--- src/design/mrssc_pkg.sv ---
`default_nettype none

package mrssc_pkg;

    // Command codes
    localparam logic [2:0] CMD_TICK   = 3'd0;
    localparam logic [2:0] CMD_START  = 3'd1;
    localparam logic [2:0] CMD_STOP   = 3'd2;
    localparam logic [2:0] CMD_MODE   = 3'd3;
    localparam logic [2:0] CMD_DIRECT = 3'd4;
    localparam logic [2:0] CMD_FLOW   = 3'd5;

    // Speed modes
    localparam logic [1:0] MODE_LOW  = 2'd0;
    localparam logic [1:0] MODE_MID  = 2'd1;
    localparam logic [1:0] MODE_HIGH = 2'd2;
    localparam logic [1:0] MODE_RAMP = 2'd3;

    // Run states
    localparam logic [1:0] RS_STOPPED = 2'd0;
    localparam logic [1:0] RS_FIXED   = 2'd1;
    localparam logic [1:0] RS_UP      = 2'd2;
    localparam logic [1:0] RS_DOWN    = 2'd3;

    // Config register indexes
    localparam logic [1:0] REG_LIMIT_ONE   = 2'd0;
    localparam logic [1:0] REG_LIMIT_TWO   = 2'd1;
    localparam logic [1:0] REG_LIMIT_THREE = 2'd2;
    localparam logic [1:0] REG_LIMIT_FOUR  = 2'd3;

    localparam logic [11:0] LIMIT_ONE_RST   = 12'd1024;
    localparam logic [11:0] LIMIT_TWO_RST   = 12'd2048;
    localparam logic [11:0] LIMIT_THREE_RST = 12'd3072;
    localparam logic [11:0] LIMIT_FOUR_RST  = 12'd4095;

    localparam logic [10:0] DUTY_LOW  = 11'd498;
    localparam logic [10:0] DUTY_MID  = 11'd655;
    localparam logic [10:0] DUTY_HIGH = 11'd811;
    localparam logic [10:0] DUTY_MAX  = 11'd2047;
    localparam logic [15:0] RPM_MAX   = 16'd2650;
    localparam logic [8:0]  RAMP_DEFAULT_STEP = 9'd5;
    localparam logic [15:0] STALL_MIN_PULSES  = 16'd2;
    localparam logic [1:0]  STALL_WINDOWS_MAX = 2'd3;
    localparam logic [2:0]  LEVEL_MAX = 3'd4;

    localparam int WINDOW_PERIODS_DEF   = 20;
    localparam int DEBOUNCE_PERIODS_DEF = 4;

    typedef struct packed {
        logic [2:0]  cmd;
        logic [1:0]  speed_mode;
        logic [15:0] direct_rpm;
        logic [2:0]  flow_seconds;
        logic [7:0]  tach_pulses;
        logic [11:0] current_sample;
    } t_in;

    typedef struct packed {
        logic [10:0] duty_value;
        logic        duty_written;
        logic        stall_event;
        logic        level_changed;
        logic [2:0]  current_level;
        logic [1:0]  run_mode;
    } t_out;

    // Duty of a fixed speed mode
    function automatic logic [10:0] fixed_duty(input logic [1:0] mode);
        logic [10:0] d;
        case (mode)
            MODE_LOW: d = DUTY_LOW;
            MODE_MID: d = DUTY_MID;
            default:  d = DUTY_HIGH;
        endcase
        return d;
    endfunction

    // Ramp step for 1..5 seconds: (811 - 498) / seconds
    function automatic logic [8:0] flow_step(input logic [2:0] secs);
        logic [8:0] s;
        case (secs)
            3'd1:    s = 9'd313;
            3'd2:    s = 9'd156;
            3'd3:    s = 9'd104;
            3'd4:    s = 9'd78;
            default: s = 9'd62;
        endcase
        return s;
    endfunction

endpackage

`default_nettype wire

--- src/design/motor_ramp_stall_current_supervisor.sv ---
// Motor ramp, stall and current supervisor.
// Input channel: one command beat per accept (i_in_valid high, o_in_stall low).
// A tick beat carries one control period's tach pulses and current sample;
// start, stop, mode change, direct speed and flow time beats update the drive.
// Output channel: exactly one result beat per command, in order, handshaked by
// o_out_valid / i_out_stall, carrying duty, write/stall/level flags and state.
// The result passes through the input register, then the result register that
// also commits the state. Throughput: one beat per cycle while the receiver
// does not stall; the state update is a single pass of compares and adds.
// Current limits are written through i_cfg_we/i_cfg_index/i_cfg_data; the user
// writes them only while no command is in flight; the block does not enforce it.
// Reset (synchronous, active low) stops the motor, clears all counters and the
// shown level, and restores the default current limits.
// When the receiver stalls, the result register holds its beat; the input
// register still takes one more beat, and o_in_stall then rises until the
// result is taken.
`default_nettype none

module motor_ramp_stall_current_supervisor
    import mrssc_pkg::*;
#(
    parameter int WINDOW_PERIODS   = WINDOW_PERIODS_DEF,
    parameter int DEBOUNCE_PERIODS = DEBOUNCE_PERIODS_DEF
) (
    input  wire logic        i_clk,
    input  wire logic        i_rst_n,
    input  wire logic        i_in_valid,
    output logic             o_in_stall,
    input  wire t_in         i_in_data,
    output logic             o_out_valid,
    input  wire logic        i_out_stall,
    output t_out             o_out_data,
    input  wire logic        i_cfg_we,
    input  wire logic [1:0]  i_cfg_index,
    input  wire logic [11:0] i_cfg_data
);

    localparam int WW = $clog2(WINDOW_PERIODS + 2);
    localparam int DW = $clog2(DEBOUNCE_PERIODS + 1);

    // Config registers
    logic [11:0] r_lim1, r_lim2, r_lim3, r_lim4;

    // Pipeline registers
    logic  r_s1_valid;
    t_in   r_s1;
    logic  r_out_valid;
    t_out  r_out;

    // Supervisor state
    logic [1:0]    r_run_state, n_run_state;
    logic [10:0]   r_duty_now, n_duty_now;
    logic [10:0]   r_duty_goal, n_duty_goal;
    logic [8:0]    r_ramp_step, n_ramp_step;
    logic [WW-1:0] r_win, n_win;
    logic [15:0]   r_pulse_total, n_pulse_total;
    logic [1:0]    r_stall_windows, n_stall_windows;
    logic [2:0]    r_shown, n_shown;
    logic [DW-1:0] r_mis, n_mis;
    t_out          n_out;

    logic out_ready, adv;

    assign out_ready   = !r_out_valid || !i_out_stall;
    assign adv         = r_s1_valid && out_ready;
    assign o_in_stall  = r_s1_valid && !out_ready;
    assign o_out_valid = r_out_valid;
    assign o_out_data  = r_out;

    // Config writes
    always_ff @(posedge i_clk) begin
        if (!i_rst_n) begin
            r_lim1 <= LIMIT_ONE_RST;
            r_lim2 <= LIMIT_TWO_RST;
            r_lim3 <= LIMIT_THREE_RST;
            r_lim4 <= LIMIT_FOUR_RST;
        end else if (i_cfg_we) begin
            unique case (i_cfg_index)
                REG_LIMIT_ONE:   r_lim1 <= i_cfg_data;
                REG_LIMIT_TWO:   r_lim2 <= i_cfg_data;
                REG_LIMIT_THREE: r_lim3 <= i_cfg_data;
                REG_LIMIT_FOUR:  r_lim4 <= i_cfg_data;
                default: ;
            endcase
        end
    end

    // Next-state and result for the beat in the input register
    logic [16:0]   pulse_sum;
    logic [WW-1:0] win_inc;
    logic [11:0]   duty_sum;
    logic [2:0]    lvl;
    logic [DW-1:0] mis_inc;
    logic [11:0]   rpm_clamp;
    logic [15:0]   rpm_x10;
    logic          written, stall, changed;

    always_comb begin
        n_run_state     = r_run_state;
        n_duty_now      = r_duty_now;
        n_duty_goal     = r_duty_goal;
        n_ramp_step     = r_ramp_step;
        n_win           = r_win;
        n_pulse_total   = r_pulse_total;
        n_stall_windows = r_stall_windows;
        n_shown         = r_shown;
        n_mis           = r_mis;
        written         = 1'b0;
        stall           = 1'b0;
        changed         = 1'b0;

        pulse_sum = {1'b0, r_pulse_total} + {9'd0, r_s1.tach_pulses};
        win_inc   = r_win + WW'(1);
        duty_sum  = {1'b0, r_duty_now} + {3'd0, r_ramp_step};
        mis_inc   = r_mis + DW'(1);

        if (r_s1.current_sample >= r_lim4)      lvl = 3'd4;
        else if (r_s1.current_sample >= r_lim3) lvl = 3'd3;
        else if (r_s1.current_sample >= r_lim2) lvl = 3'd2;
        else if (r_s1.current_sample >= r_lim1) lvl = 3'd1;
        else                                    lvl = 3'd0;

        rpm_clamp = (r_s1.direct_rpm > RPM_MAX) ? RPM_MAX[11:0] : r_s1.direct_rpm[11:0];
        rpm_x10   = {4'd0, rpm_clamp} * 16'd10;

        case (r_s1.cmd)
            CMD_TICK: begin
                n_pulse_total = pulse_sum[16] ? 16'hFFFF : pulse_sum[15:0];
                if (r_run_state != RS_STOPPED) begin
                    // stall window
                    if (win_inc > WW'(WINDOW_PERIODS)) begin
                        n_win = '0;
                        if (n_pulse_total < STALL_MIN_PULSES) begin
                            if (r_stall_windows + 2'd1 >= STALL_WINDOWS_MAX) begin
                                n_stall_windows = 2'd0;
                                stall           = 1'b1;
                            end else begin
                                n_stall_windows = r_stall_windows + 2'd1;
                            end
                        end else begin
                            n_stall_windows = 2'd0;
                        end
                        n_pulse_total = '0;
                    end else begin
                        n_win = win_inc;
                    end
                    // ramp step
                    if (r_run_state == RS_UP) begin
                        if (r_duty_now < r_duty_goal) begin
                            n_duty_now = duty_sum[11] ? DUTY_MAX : duty_sum[10:0];
                        end else begin
                            n_duty_goal = DUTY_LOW;
                            n_duty_now  = DUTY_HIGH;
                            n_run_state = RS_DOWN;
                        end
                        written = 1'b1;
                    end else if (r_run_state == RS_DOWN) begin
                        if (r_duty_now > r_duty_goal) begin
                            n_duty_now = (r_duty_now > {2'd0, r_ramp_step})
                                       ? r_duty_now - {2'd0, r_ramp_step} : 11'd0;
                        end else begin
                            n_duty_goal = DUTY_HIGH;
                            n_duty_now  = DUTY_LOW;
                            n_run_state = RS_UP;
                        end
                        written = 1'b1;
                    end
                    // level debounce
                    if (lvl != r_shown) begin
                        if (mis_inc >= DW'(DEBOUNCE_PERIODS)) begin
                            n_mis = '0;
                            if (lvl >= r_shown) begin
                                if (r_shown < LEVEL_MAX) n_shown = r_shown + 3'd1;
                            end else if (r_shown != 3'd0) begin
                                n_shown = r_shown - 3'd1;
                            end
                            changed = 1'b1;
                        end else begin
                            n_mis = mis_inc;
                        end
                    end else begin
                        n_mis = '0;
                    end
                end
            end
            CMD_START: begin
                if (r_s1.speed_mode == MODE_RAMP) begin
                    n_duty_now  = DUTY_LOW;
                    n_duty_goal = DUTY_HIGH;
                    n_ramp_step = RAMP_DEFAULT_STEP;
                    n_run_state = RS_UP;
                end else begin
                    n_duty_now  = fixed_duty(r_s1.speed_mode);
                    n_duty_goal = fixed_duty(r_s1.speed_mode);
                    n_run_state = RS_FIXED;
                end
                written         = 1'b1;
                n_pulse_total   = '0;
                n_win           = '0;
                n_stall_windows = 2'd0;
            end
            CMD_STOP: begin
                n_duty_now  = '0;
                n_duty_goal = '0;
                n_shown     = 3'd0;
                n_run_state = RS_STOPPED;
                written     = 1'b1;
            end
            CMD_MODE: begin
                if (r_s1.speed_mode == MODE_RAMP) begin
                    // duty register is written on the next tick
                    n_duty_now  = DUTY_HIGH;
                    n_duty_goal = DUTY_LOW;
                    n_ramp_step = RAMP_DEFAULT_STEP;
                    n_run_state = RS_DOWN;
                end else begin
                    n_duty_now  = fixed_duty(r_s1.speed_mode);
                    n_duty_goal = fixed_duty(r_s1.speed_mode);
                    n_run_state = RS_FIXED;
                    written     = 1'b1;
                end
                n_pulse_total = '0;
                n_win         = '0;
            end
            CMD_DIRECT: begin
                // duty = rpm * 10 / 32
                n_duty_now  = rpm_x10[15:5];
                n_duty_goal = rpm_x10[15:5];
                written     = 1'b1;
            end
            CMD_FLOW: begin
                if (r_s1.flow_seconds >= 3'd1 && r_s1.flow_seconds <= 3'd5)
                    n_ramp_step = flow_step(r_s1.flow_seconds);
            end
            default: ;
        endcase

        n_out.duty_value    = n_duty_now;
        n_out.duty_written  = written;
        n_out.stall_event   = stall;
        n_out.level_changed = changed;
        n_out.current_level = n_shown;
        n_out.run_mode      = n_run_state;
    end

    // Input register
    always_ff @(posedge i_clk) begin
        if (!i_rst_n) begin
            r_s1_valid <= 1'b0;
        end else if (!o_in_stall) begin
            r_s1_valid <= i_in_valid;
        end
    end

    always_ff @(posedge i_clk) begin
        if (i_in_valid && !o_in_stall) begin
            r_s1 <= i_in_data;
        end
    end

    // Result register and state commit
    always_ff @(posedge i_clk) begin
        if (!i_rst_n) begin
            r_out_valid     <= 1'b0;
            r_run_state     <= RS_STOPPED;
            r_duty_now      <= '0;
            r_duty_goal     <= '0;
            r_ramp_step     <= '0;
            r_win           <= '0;
            r_pulse_total   <= '0;
            r_stall_windows <= '0;
            r_shown         <= '0;
            r_mis           <= '0;
        end else begin
            if (out_ready) begin
                r_out_valid <= r_s1_valid;
            end
            if (adv) begin
                r_run_state     <= n_run_state;
                r_duty_now      <= n_duty_now;
                r_duty_goal     <= n_duty_goal;
                r_ramp_step     <= n_ramp_step;
                r_win           <= n_win;
                r_pulse_total   <= n_pulse_total;
                r_stall_windows <= n_stall_windows;
                r_shown         <= n_shown;
                r_mis           <= n_mis;
            end
        end
    end

    always_ff @(posedge i_clk) begin
        if (adv) begin
            r_out <= n_out;
        end
    end

    // Checks
    a_level_range: assert property (@(posedge i_clk) disable iff (!i_rst_n)
        r_shown <= LEVEL_MAX)
        else $error("shown level out of range");

    a_stall_running: assert property (@(posedge i_clk) disable iff (!i_rst_n)
        (r_out_valid && r_out.stall_event) |-> (r_out.run_mode != RS_STOPPED))
        else $error("stall event while stopped");

    a_stall_count: assert property (@(posedge i_clk) disable iff (!i_rst_n)
        r_stall_windows != STALL_WINDOWS_MAX)
        else $error("stall window count not cleared");

    a_state_hold: assert property (@(posedge i_clk) disable iff (!i_rst_n)
        !adv |=> $stable(r_duty_now) && $stable(r_run_state))
        else $error("state changed without a beat");

endmodule

`default_nettype wire
--- config.mk ---
export PLATFORM = sky130hd
export DESIGN_NAME = motor_ramp_stall_current_supervisor
export DESIGN_NICKNAME = d
export VERILOG_FILES = /design/src/design/mrssc_pkg.sv /design/src/design/motor_ramp_stall_current_supervisor.sv
export SDC_FILE = /design/constraint.sdc
export NUM_CORES = 1
export LEC_CHECK = 0
export BUFFER_PORTS_ARGS = -buffer_cell sky130_fd_sc_hd__buf_2
export CORE_MARGIN = 4
export CORE_UTILIZATION = 40
export DETAILED_ROUTE_END_ITERATION = 16
export GPL_ROUTABILITY_DRIVEN = 0
export HOLD_SLACK_MARGIN = 0.02
export SLEW_MARGIN = 0
export SYNTH_ARGS = -nofsm -noshare
export SYNTH_HDL_FRONTEND = slang
export SYNTH_SLANG_ARGS = --single-unit
--- constraint.sdc ---
create_clock -name i_clk -period 7.8 [get_ports i_clk]
set_input_delay 1.56 -clock i_clk [delete_from_list [all_inputs] [get_ports i_clk]]
set_output_delay 1.56 -clock i_clk [all_outputs]
set_load 0.05 [all_outputs]
==> flow_summary.json <==
{
  "reg2reg_from": "r_s1[28]",
  "grt_max_degree": 76,
  "ir_drop_mv": 0.1296,
  "drc_errors": 0,
  "setup_viol": 0,
  "die_h_um": 173.6,
  "criticalPathCategory": "reg2reg",
  "pin_count": 84,
  "drtAntennaViolNets": 0,
  "reg2reg_slack_ns": 2.88,
  "setup_tns_ns": 0,
  "totalWireLength_um": 28470,
  "drv_slew": 0,
  "worstPathArrival_ns": 5.08,
  "clk_path_buf_depth": 2,
  "syn_area_mm2": 0.01097,
  "tightest_slew_ns": 1.201,
  "synth-simple-area-share": 0.1752,
  "holdBufCountCts": 0,
  "first_pass_iters": 5,
  "hold_path.class": "reg2reg",
  "fillers": 2600,
  "start_util": 0.4070,
  "synth_edf_count": 63,
  "yosys_register_bits": 175,
  "drt_iter0_markers": 871,
  "yosysWarnings": 0,
  "vias_per_cell": 5.578,
  "fp.dieArea_mm2": 0.03014,
  "worstHoldStart": "r_lim3[1]",
  "io_buffers": 83,
  "skew_ns": 0.01342,
  "leakagePower_nw": 4.949,
  "instances_no_fill": 1691,
  "synth-compound-area-share": 0.2274,
  "grt_pass1_vias": 8785,
  "synth_area_per_cell_um2": 8.597,
  "maxSlewHeadroom": 0.1962,
  "area_growth_syn_to_layout_pct": 12.06,
  "synth-xor-area-share": 0.02316,
  "cts_tree": "done",
  "clkTransAtPathRegs_ns": 0.08,
  "cts_buffers": 17,
  "synth_top_family_by_area": "compound AO/OA/AOI/OAI gates",
  "finalCritPeriodShare": 0.6311,
  "die_w_um": 173.6,
  "place_area_mm2": 0.01169,
  "antenna_found_initial": 0,
  "synthMuxAreaShare": 0.004563,
  "power.density_mw_per_mm2": 184.2,
  "drv_cap": 0,
  "dp.cells": 1659,
  "cts_max_level": 4,
  "layout_min_cycle_time_ns": 4.922,
  "critical_path_peak_fanout": 15,
  "synthAdderAreaFrac": 0.1385,
  "grt_pass1_wl_um": 46030,
  "cp-start-kind": "flop",
  "syn_inst": 1276,
  "syn_nets": 1458,
  "drive_above_1_share": 0.1119,
  "num_vias": 9432,
  "cp-end-kind": "flop",
  "coreArea_mm2": 0.02695,
  "clock_sinks": 175,
  "synth_ff_type": "dfxtp_1",
  "postCtsResizedCells": 0,
  "globalRouteOverflowTotal": 0,
  "synth_seq_area_share": 0.3769,
  "rsz0062_at_grt": "false",
  "postSynth.asyncResetShare": 0,
  "worstSkewPairLatency_ns": 0.44,
  "cp_data_required_time_ns": 7.96,
  "hold_ws_ns": 0.4569,
  "rows": 60,
  "hold_viol": 0,
  "grtUsageTotal": 0.1858,
  "nets": 1519,
  "post_cts_buffers": 0,
  "dp_hpwl_um": 20600,
  "diodes": 0,
  "fmax_mhz": 203.1,
  "ys_types": 84,
  "crit_start": "r_s1[28]",
  "cts-root-buf": "clkbuf_16",
  "wl_per_cell_um": 16.84,
  "stdcell_area_mm2": 0.01229,
  "status": "finished, final reports clean"
}
worst max-delay path, stage by stage, from the launching register on:
cell and delay, ns:
edfxtp_1 0.49, nor4b_1 0.38, nand4_1 0.16, a21boi_1 0.65, nand2b_1 0.13, ha_1 0.33, and4_1 0.21, fa_1 0.40
a21oi_1 0.19, o21ai_0 0.19, a2111oi_0 0.59, nor3_1 0.13, o21ai_0 0.31, o311ai_0 0.19, a31oi_1 0.23, a21oi_1 0.07
final timing paths:
| check | to | cells after the start |
|---|---|---|
| setup / recovery | o_out_data[17] | 15 |
| hold / removal | r_lim3[1] | 2 |
| setup reg to reg | o_out_data[17] | 15 |
| hold reg to reg | r_lim3[1] | 2 |
synth_stat cells, drive strengths merged, types with 5 or more instances:
library cell / instances / share of area
a211oi: 9 / 0.0066
a21boi: 5 / 0.0034
a21o: 16 / 0.011
a21oi: 141 / 0.065
a221oi: 8 / 0.0064
a22oi: 7 / 0.0048
a311oi: 5 / 0.0040
a31oi: 19 / 0.011
and2: 9 / 0.0051
and3: 14 / 0.0080
buf: 11 / 0.0056
clkbuf: 41 / 0.014
dfxtp: 112 / 0.20
edfxtp: 63 / 0.17
ha: 115 / 0.13
inv: 100 / 0.034
mux2i: 5 / 0.0046
nand2: 157 / 0.054
nand2b: 22 / 0.013
nand3: 27 / 0.012
nand4: 13 / 0.0074
nor2: 93 / 0.032
nor2b: 15 / 0.0086
nor3: 18 / 0.0087
nor3b: 5 / 0.0034
o2111ai: 7 / 0.0056
o211ai: 22 / 0.015
o21a: 14 / 0.0096
o21ai: 69 / 0.031
o21ba: 5 / 0.0046
o21bai: 5 / 0.0034
o31ai: 7 / 0.0048
or2: 5 / 0.0029
or4: 6 / 0.0041
xnor2: 22 / 0.018
xor2: 7 / 0.0056
metal layers:
layer,vias to the layer above,part of all wire,track usage
li1,4728,-,-
met1,4380,0.49,0.2739
met2,281,0.42,0.2809
met3,43,0.067,0.03053
met4,0,0.021,0.05411
met5,-,0,0
sequential cells by signal (all words and copies together), names as in the netlist:
signal and flops:
o_out_data 19, o_out_valid 1, r_duty_goal 11, r_duty_now 11, r_lim1 12, r_lim2 12, r_lim3 12, r_lim4 12
r_mis 3, r_pulse_total 16, r_ramp_step 9, r_run_state 2, r_s1 44, r_s1_valid 1, r_shown 3, r_stall_windows 2
r_win 5
power by group:
part           internal [mW]  switching, mW  leakage, nW  total [mW]
registers              0.986         0.0369         1.52        1.02
logic                  0.135          0.229         3.13       0.364
clock network          0.450          0.426        0.295       0.876
total                   1.57          0.692         4.95        2.26
through the flow:
step | power [mW] | setup slack (ns) | util
finish | 2.264 | 2.878 | 0.4561
detailed placement | 1.402 | 2.651 | 0.4336
global placement | 1.399 | 2.849 | 0.4336
floorplan | 1.291 | 3.386 | -
CTS | 2.279 | 2.603 | 0.4561
global route | 2.368 | 2.274 | 0.4561
placed cells by master, fill, tap and decap left out, types with 7 or more instances in the layout:
master | synthesis | layout
dfxtp_1 | 112 | 112
xor2_1 | 7 | 7
o31ai_1 | 7 | 7
nand2b_1 | 22 | 22
nand4_1 | 13 | 13
nand2_1 | 157 | 157
ha_1 | 115 | 115
a21o_1 | 16 | 16
buf_4 | 2 | 11
nor2b_1 | 15 | 14
a221oi_1 | 8 | 8
nor2_1 | 93 | 93
a22oi_1 | 7 | 7
a31oi_1 | 19 | 19
a211oi_1 | 8 | 8
edfxtp_1 | 63 | 63
o211ai_1 | 22 | 22
nand3_1 | 27 | 27
and3_1 | 14 | 14
buf_2 | 4 | 83
o21a_1 | 14 | 14
and2_1 | 8 | 8
o2111ai_1 | 7 | 7
a21oi_1 | 140 | 140
nor3_1 | 17 | 17
inv_1 | 100 | 99
xnor2_1 | 22 | 22
o21ai_0 | 67 | 67
clkbuf_16 | 0 | 18
area by class of cell:
cell class / count / area [µm²] / share of cell area
Tap cell: 341 / 426.7 / 0.03471
Sequential cell: 175 / 4134 / 0.3363
Clock inverter: 14 / 156.4 / 0.01272
Timing Repair Buffer: 94 / 498.0 / 0.04051
Multi-Input combinational cell: 948 / 6247 / 0.5082
Clock buffer: 18 / 450.4 / 0.03664
Inverter: 101 / 379.1 / 0.03084
cell families (layout without fill, tap and decap cells):
group	count (synthesis)	in the layout
buf+inv	153	227
fa+ha+maj	119	119
simple gates	407	407
compound gates	388	388
mux	5	5
xor+xnor	29	29
flops	175	175
Note: power is estimated with default switching activity, not from simulation.
